[config.mk]
export PLATFORM = sky130hd
export DESIGN_NAME = sorted_id_table_insert
export DESIGN_NICKNAME = d
export VERILOG_FILES = /design/src/rtl/core/sit_pkg.sv /design/src/rtl/core/sit_cell.sv /design/src/rtl/core/sit_ctrl.sv /design/src/rtl/core/sorted_id_table_insert.sv
export SDC_FILE = /design/constraint.sdc
export NUM_CORES = 2
export LEC_CHECK = 0
export BUFFER_PORTS_ARGS = -buffer_cell sky130_fd_sc_hd__buf_2
export CAP_MARGIN = 20
export CORE_MARGIN = 2
export CORE_UTILIZATION = 55
export CTS_CLUSTER_SIZE = 16
export DETAILED_ROUTE_END_ITERATION = 8
export HOLD_SLACK_MARGIN = 0.06
export PLACE_DENSITY = 0.69
export RECOVER_POWER = 50
export SLEW_MARGIN = 20
export SYNTH_ARGS = -nofsm -noshare
export SYNTH_HDL_FRONTEND = slang
export SYNTH_SLANG_ARGS = --single-unit
[constraint.sdc]
create_clock -name clk -period 6.9 [get_ports clk]
set_clock_uncertainty 0.15 [all_clocks]
set_input_delay 0.345 -clock clk [delete_from_list [all_inputs] [get_ports clk]]
set_output_delay 0.345 -clock clk [all_outputs]
set_load 0.02 [all_outputs]
[src/rtl/core/sit_pkg.sv]
// shared types and constants for the sorted id table insert block
// no dependencies
package sit_pkg;

    localparam int ID_W   = 16;
    localparam int ADDR_W = 24;
    localparam int SLOT_W = 7;
    localparam int IN_W   = 40;
    localparam int OUT_W  = 40;

    typedef enum logic [2:0] {
        ST_IDLE,
        ST_CMP,
        ST_SEARCH,
        ST_SHIFT,
        ST_DONE
    } sit_state_t;

    typedef struct packed {
        logic cmp;
        logic shift;
    } sit_cmd_t;

    typedef struct packed {
        logic cmp;
        logic shift;
        logic load;
    } sit_cell_ctl_t;

    typedef struct packed {
        logic lt;
        logic eq;
    } sit_flag_t;

endpackage

[src/rtl/core/sit_cell.sv]
// one table cell: holds an id and load address, compares against the key
// and takes its lower neighbor's entry on a shift; depends on sit_pkg
module sit_cell (
    input  logic                    clk,
    input  logic                    rst_n,
    input  sit_pkg::sit_cell_ctl_t  ctl,
    input  logic [15:0]             key,
    input  logic [23:0]             new_addr,
    input  logic [15:0]             prev_id,
    input  logic [23:0]             prev_addr,
    output logic [15:0]             id,
    output logic [23:0]             addr,
    output sit_pkg::sit_flag_t      flag
);
    import sit_pkg::*;

    logic [ID_W-1:0]   id_reg;
    logic [ADDR_W-1:0] addr_reg;
    sit_flag_t         flag_reg;

    always_ff @(posedge clk)
    begin
        if (ctl.load)
        begin
            id_reg   <= key;
            addr_reg <= new_addr;
        end
        else if (ctl.shift)
        begin
            id_reg   <= prev_id;
            addr_reg <= prev_addr;
        end
    end

    always_ff @(posedge clk or negedge rst_n)
    begin
        if (!rst_n)
        begin
            flag_reg <= '0;
        end
        else if (ctl.cmp)
        begin
            flag_reg.lt <= (id_reg < key);
            flag_reg.eq <= (id_reg == key);
        end
    end

    assign id   = id_reg;
    assign addr = addr_reg;
    assign flag = flag_reg;

endmodule

[src/rtl/core/sit_ctrl.sv]
// sequencer: probe-order binary search over cell flags, insert command,
// load pointer and result register; depends on sit_pkg
module sit_ctrl #(
    parameter int TABLE_DEPTH = 64
) (
    input  logic                              clk,
    input  logic                              rst_n,
    input  logic                              s_tvalid,
    output logic                              s_tready,
    input  logic [39:0]                       s_tdata,
    output logic                              m_tvalid,
    input  logic                              m_tready,
    output logic [39:0]                       m_tdata,
    input  logic [TABLE_DEPTH-1:0]            lt_vec,
    input  logic [TABLE_DEPTH-1:0]            eq_vec,
    output sit_pkg::sit_cmd_t                 cmd,
    output logic [$clog2(TABLE_DEPTH+1)-1:0]  slot,
    output logic [15:0]                       key,
    output logic [23:0]                       new_addr
);
    import sit_pkg::*;

    localparam int CW = $clog2(TABLE_DEPTH + 1);
    localparam int IW = $clog2(TABLE_DEPTH);

    sit_state_t        state_reg, state_next;
    logic [CW-1:0]     count_reg, count_next;
    logic [CW-1:0]     lo_reg, lo_next;
    logic [CW-1:0]     hp_reg, hp_next;
    logic [CW-1:0]     slot_reg, slot_next;
    logic              hit_reg, hit_next;
    logic              full_reg, full_next;
    logic [ADDR_W-1:0] ptr_reg, ptr_next;
    logic [ID_W-1:0]   key_reg, key_next;
    logic [ADDR_W-1:0] size_reg, size_next;
    logic [ADDR_W-1:0] addr_reg, addr_next;
    logic              ovalid_reg, ovalid_next;
    logic [OUT_W-1:0]  odata_reg, odata_next;
    logic [CW-1:0]     diff;
    logic [CW-1:0]     mid;
    logic [IW-1:0]     mid_idx;
    logic [SLOT_W-1:0] slot_out;

    assign diff     = hp_reg - lo_reg - CW'(1);
    assign mid      = lo_reg + (diff >> 1);
    assign mid_idx  = mid[IW-1:0];
    assign slot_out = SLOT_W'(slot_reg);

    always_ff @(posedge clk or negedge rst_n)
    begin
        if (!rst_n)
        begin
            state_reg  <= ST_IDLE;
            count_reg  <= '0;
            ptr_reg    <= '0;
            ovalid_reg <= 1'b0;
        end
        else
        begin
            state_reg  <= state_next;
            count_reg  <= count_next;
            ptr_reg    <= ptr_next;
            ovalid_reg <= ovalid_next;
        end
    end

    always_ff @(posedge clk)
    begin
        lo_reg    <= lo_next;
        hp_reg    <= hp_next;
        slot_reg  <= slot_next;
        hit_reg   <= hit_next;
        full_reg  <= full_next;
        key_reg   <= key_next;
        size_reg  <= size_next;
        addr_reg  <= addr_next;
        odata_reg <= odata_next;
    end

    always_comb
    begin
        state_next  = state_reg;
        count_next  = count_reg;
        lo_next     = lo_reg;
        hp_next     = hp_reg;
        slot_next   = slot_reg;
        hit_next    = hit_reg;
        full_next   = full_reg;
        ptr_next    = ptr_reg;
        key_next    = key_reg;
        size_next   = size_reg;
        addr_next   = addr_reg;
        ovalid_next = ovalid_reg;
        odata_next  = odata_reg;
        cmd         = '0;
        s_tready    = 1'b0;

        if (ovalid_reg && m_tready)
        begin
            ovalid_next = 1'b0;
        end

        case (state_reg)
            ST_IDLE:
            begin
                s_tready = 1'b1;
                if (s_tvalid)
                begin
                    key_next  = s_tdata[15:0];
                    size_next = s_tdata[39:16];
                    addr_next = ptr_reg;
                    lo_next   = '0;
                    hp_next   = count_reg;
                    hit_next  = 1'b0;
                    if (count_reg == CW'(TABLE_DEPTH))
                    begin
                        full_next  = 1'b1;
                        state_next = ST_DONE;
                    end
                    else
                    begin
                        full_next  = 1'b0;
                        state_next = ST_CMP;
                    end
                end
            end
            ST_CMP:
            begin
                cmd.cmp    = 1'b1;
                state_next = ST_SEARCH;
            end
            ST_SEARCH:
            begin
                if (lo_reg < hp_reg)
                begin
                    if (eq_vec[mid_idx])
                    begin
                        slot_next  = mid;
                        hit_next   = 1'b1;
                        state_next = ST_SHIFT;
                    end
                    else if (lt_vec[mid_idx])
                    begin
                        lo_next = mid + CW'(1);
                    end
                    else
                    begin
                        hp_next = mid;
                    end
                end
                else
                begin
                    slot_next  = lo_reg;
                    state_next = ST_SHIFT;
                end
            end
            ST_SHIFT:
            begin
                cmd.shift  = 1'b1;
                count_next = count_reg + CW'(1);
                ptr_next   = ptr_reg + size_reg;
                state_next = ST_DONE;
            end
            ST_DONE:
            begin
                if (!ovalid_reg || m_tready)
                begin
                    ovalid_next = 1'b1;
                    if (full_reg)
                    begin
                        odata_next = {7'd0, 1'b1, 1'b0, 24'd0, 7'd0};
                    end
                    else
                    begin
                        odata_next = {7'd0, 1'b0, hit_reg, addr_reg, slot_out};
                    end
                    state_next = ST_IDLE;
                end
            end
            default:
            begin
                state_next = ST_IDLE;
            end
        endcase
    end

    assign m_tvalid = ovalid_reg;
    assign m_tdata  = odata_reg;
    assign slot     = slot_reg;
    assign key      = key_reg;
    assign new_addr = addr_reg;

endmodule

[src/rtl/core/sorted_id_table_insert.sv]
// top level of the sorted id table insert block: a chain of id/address cells
// driven by sit_ctrl; depends on sit_pkg, sit_cell, sit_ctrl
// sequence: ST_CMP, ST_SEARCH for p search probes, p at most clog2(TABLE_DEPTH)
//   (a matching id ends it early), ST_SHIFT, ST_DONE; a full table skips to ST_DONE
// throughput: one item in work at a time, next item taken in ST_IDLE once the result
//   is registered; a result held by m_tready holds off the next result too
module sorted_id_table_insert #(
    parameter int TABLE_DEPTH = 64
) (
    input  logic        clk,
    input  logic        rst_n,
    input  logic        s_tvalid,
    output logic        s_tready,
    input  logic [39:0] s_tdata,   // new_id[15:0], block_size[39:16]
    output logic        m_tvalid,
    input  logic        m_tready,
    output logic [39:0] m_tdata    // slot[6:0], load_addr[30:7], matched[31],
                                   // table_full[32], zero[39:33]
);
    import sit_pkg::*;

    localparam int CW = $clog2(TABLE_DEPTH + 1);

    sit_cmd_t                cmd;
    logic [CW-1:0]           slot;
    logic [ID_W-1:0]         key;
    logic [ADDR_W-1:0]       new_addr;
    logic [TABLE_DEPTH-1:0]  lt_vec;
    logic [TABLE_DEPTH-1:0]  eq_vec;
    logic [ID_W-1:0]         id_arr   [TABLE_DEPTH];
    logic [ADDR_W-1:0]       addr_arr [TABLE_DEPTH];

    sit_ctrl #(
        .TABLE_DEPTH (TABLE_DEPTH)
    ) u_ctrl (
        .clk      (clk),
        .rst_n    (rst_n),
        .s_tvalid (s_tvalid),
        .s_tready (s_tready),
        .s_tdata  (s_tdata),
        .m_tvalid (m_tvalid),
        .m_tready (m_tready),
        .m_tdata  (m_tdata),
        .lt_vec   (lt_vec),
        .eq_vec   (eq_vec),
        .cmd      (cmd),
        .slot     (slot),
        .key      (key),
        .new_addr (new_addr)
    );

    for (genvar i = 0; i < TABLE_DEPTH; i++)
    begin : g_cell
        sit_cell_ctl_t ctl;
        sit_flag_t     flag;
        logic [ID_W-1:0]   prev_id;
        logic [ADDR_W-1:0] prev_addr;

        assign ctl.cmp   = cmd.cmp;
        assign ctl.shift = cmd.shift && (CW'(i) > slot);
        assign ctl.load  = cmd.shift && (CW'(i) == slot);

        if (i == 0)
        begin : g_first
            assign prev_id   = key;
            assign prev_addr = new_addr;
        end
        else
        begin : g_rest
            assign prev_id   = id_arr[i-1];
            assign prev_addr = addr_arr[i-1];
        end

        sit_cell u_cell (
            .clk       (clk),
            .rst_n     (rst_n),
            .ctl       (ctl),
            .key       (key),
            .new_addr  (new_addr),
            .prev_id   (prev_id),
            .prev_addr (prev_addr),
            .id        (id_arr[i]),
            .addr      (addr_arr[i]),
            .flag      (flag)
        );

        assign lt_vec[i] = flag.lt;
        assign eq_vec[i] = flag.eq;
    end

endmodule

==> metrics.txt <==
outcome=complete, but fails checks; violated checks=max-capacitance violations, max-slew violations; Setup-failing EPs final=0; Final GP Congestion=0.929; most frequent cell on the critical path=fa_1; worst-case clock buffer depth=3; first-pass GRT wire length=330 mm; crit-path max FO=36; GR Overflow Total=0; synthesized area=77400 um^2; EDFF count, synth=1144; PD cells=349 nW/um^2; final hold violation count=0; Die Ht=379 um; Final period util=88.0%; Syn Area/Cell=11.7 um^2; Seq/Total Area, Yosys=49.7%; row count=137; final core occ=60.8%; CP top delay family=adder cells; Hold-fix buffers, CTS=54; Yosys Warn Count=0; hpwl dp=147 mm; cells after synthesis=6629; initial drt markers=5205; Hold Startpoint=s_tdata[36]; unrepaired setup endpoints after global routing=no; core outline area=140000 um^2; CTS Buf Count=145; Critical Path AT=6350 ps; slowest CP cell=fa_1; antenna-violating nets left=0; crit-path max cell delay=1770 ps; f_max=165 MHz; type of the worst setup path=reg -> reg; top cells by area, synth=edfxtp_1, ha_1, mux2_2, o21ai_0, dfrtp_1; Req. time, crit path=7180 ps; CP cell instances=nand2b_1 > fa_1 > inv_1 > ha_4 > fa_1 > mux4_2 > mux4_1 > mux2i_1 > mux2_2 > a21oi_1 > nor2_1; vias in the first global route=55200; CTS tree=yes; drc violations=0; layout cells sized above 1=12.3%; P_leak=35.0 nW; Worst-path clk slew=60 ps; I/O Pins=86; cell type with the largest total area after synthesis=edfxtp_1; Sequential Power Share=36.0%; DR pass1 iterations=8; Post-DP Area=79900 um^2; design area=84800 um^2; Worst Setup End Kind=register; Yosys cell types=73; largest net degree at the start of global routing=87; fin nets=7827; sw frac=37.1%; Max transition margin=-165%; top cell type's share of synthesized area=44.4%; routed vias=54700; Area Growth Syn to Fin=9.61%; Skew-Pair Late Insertion Delay=800 ps; die width=379 um; setup tns final=0 ps; root buffer cell=clkbuf_16; Initial Utilization=55.5%; clock share of power=26.3%; Slew Viols, Final=772; I/O Buffers=78; worst slack, placed=1500 ps; Buf+Inv Stages, Crit Path=1; Peak supply drop=633 uV; Tmin final=6070 ps; flops & latches, synth=1307; Pint=0.0186 W; max-cap violation count=28; Logic pwr share=37.7%; fin worst setup slack=829 ps; PostCTS Resize Cnt=0; asr flop ratio synth=12.5%; final wirelength=217 mm; clk sinks=1307; max reg flops=1024; die area=144000 um^2; Worst setup SP type=register; postcts setup bufs=0; Wirelength per Cell=24.9 um; initial antenna violation count=15; routed vias/inst=6.27; CP startpoint=u_ctrl.lo_reg[0]; Tot GR Track Use=30.4%; H-tree levels=4; Hold/Removal Path Class=in -> reg; Net Switching=0.0110 W; Slew @ Worst Pin=3980 ps; R2R Path Start=u_ctrl.lo_reg[0]; commonest register cell after synthesis=edfxtp_1
-- power groups by stage --
| stage | logic [W] | clock network (W) | registers [W] |
|---|---|---|---|
| final | 0.0112 | 0.00778 | 0.0106 |
| after global routing | 0.0121 | 0.00816 | 0.0107 |
| after CTS | 0.0112 | 0.00786 | 0.0106 |
| after detailed placement | 0.0111 | 0 | 0.0108 |
| after global placement | 0.0108 | 0 | 0.0108 |
| after floorplan | 0.00778 | 0 | 0.0104 |
-- cell usage in the layout (no fill, tap or decap), types with 163 or more instances in the layout --
master,n
a21o_1,322
a21oi_1,254
dfrtp_1,163
edfxtp_1,1144
ha_1,1068
mux2_2,421
nand2_1,832
nand4_1,243
nor2_1,172
o21ai_0,847
-- metrics by stage --
stage / power, W / std cells / hold slack (ps)
after floorplan: 0.0182 / 6635 / -101
after global placement: 0.0216 / 8383 / 294
after detailed placement: 0.0219 / 8385 / 295
after CTS: 0.0297 / 8709 / 60.2
after global routing: 0.0310 / 8716 / 89.8
final: 0.0296 / 8721 / 110
-- metal layers --
layer / share of wire (%) / up-vias / global-route usage (%)
li1: - / 25200 / -
met1: 39 / 26700 / 37.8
met2: 48 / 2111 / 50.7
met3: 7.8 / 561 / 5.58
met4: 5.0 / 2 / 15.2
met5: 0.0083 / - / 0
-- kinds of logic after synthesis --
group / Yosys count / synth area share (%)
buffers and inverters: 449 / 2.39
adder cells (fa/ha/maj): 1072 / 17.4
AND/OR/NAND/NOR: 1615 / 9.90
XOR/XNOR: 43 / 0.511
flip-flops: 1307 / 49.7
multiplexers: 471 / 7.39
AO/OA/AOI/OAI: 1671 / 12.8
other: 1 / 0.00485
-- Yosys cell counts, types with 26 or more instances --
| cell type | n |
|---|---|
| o21ai_0 | 847 |
| nand2_1 | 832 |
| ha_1 | 1069 |
| nor2b_1 | 146 |
| a21oi_1 | 260 |
| dfrtp_1 | 163 |
| inv_1 | 121 |
| edfxtp_1 | 1144 |
| mux2_2 | 422 |
| nand3_1 | 50 |
| buf_2 | 26 |
| a211oi_1 | 59 |
| nor2_1 | 168 |
| nand2b_1 | 74 |
| o21a_1 | 44 |
| nand4_1 | 243 |
| mux4_2 | 33 |
| a21o_1 | 322 |
| a22o_1 | 30 |
| clkbuf_1 | 271 |
-- worst reg2reg max path, cell delays in order, from the launching register on --
cell and delay [ps]:
edfxtp_1 460, nand2b_1 240, fa_1 500, inv_1 60, ha_4 160, fa_1 1780
mux4_2 480, mux4_1 550, mux2i_1 380, mux2_2 250, a21oi_1 60, nor2_1 630
-- final timing paths --
check	to	slack [ps]	cells after the start
worst max-delay path	u_ctrl.hp_reg[3]	830	11
worst min-delay path	u_ctrl.size_reg[20]	110	2
worst max register to register	u_ctrl.hp_reg[3]	830	11
worst min register to register	u_ctrl.new_addr[23]	320	0
max in group asynchronous	g_cell[35].u_cell.flag[0]	1400	4
min in group asynchronous	g_cell[26].u_cell.flag[0]	1690	3
-- final cells by class --
cell class                 instances  area [um^2]
fill                           11100        54700
sequential                      1307        38400
multi-input combinational       4879        37200
clock buffer                     216         4240
tap                             1876         2350
timing repair buffer             256         1610
inverter                         122          526
clock inverter                    54          479
antenna                           11         27.5
Note: power is estimated with default switching activity, not from simulation.
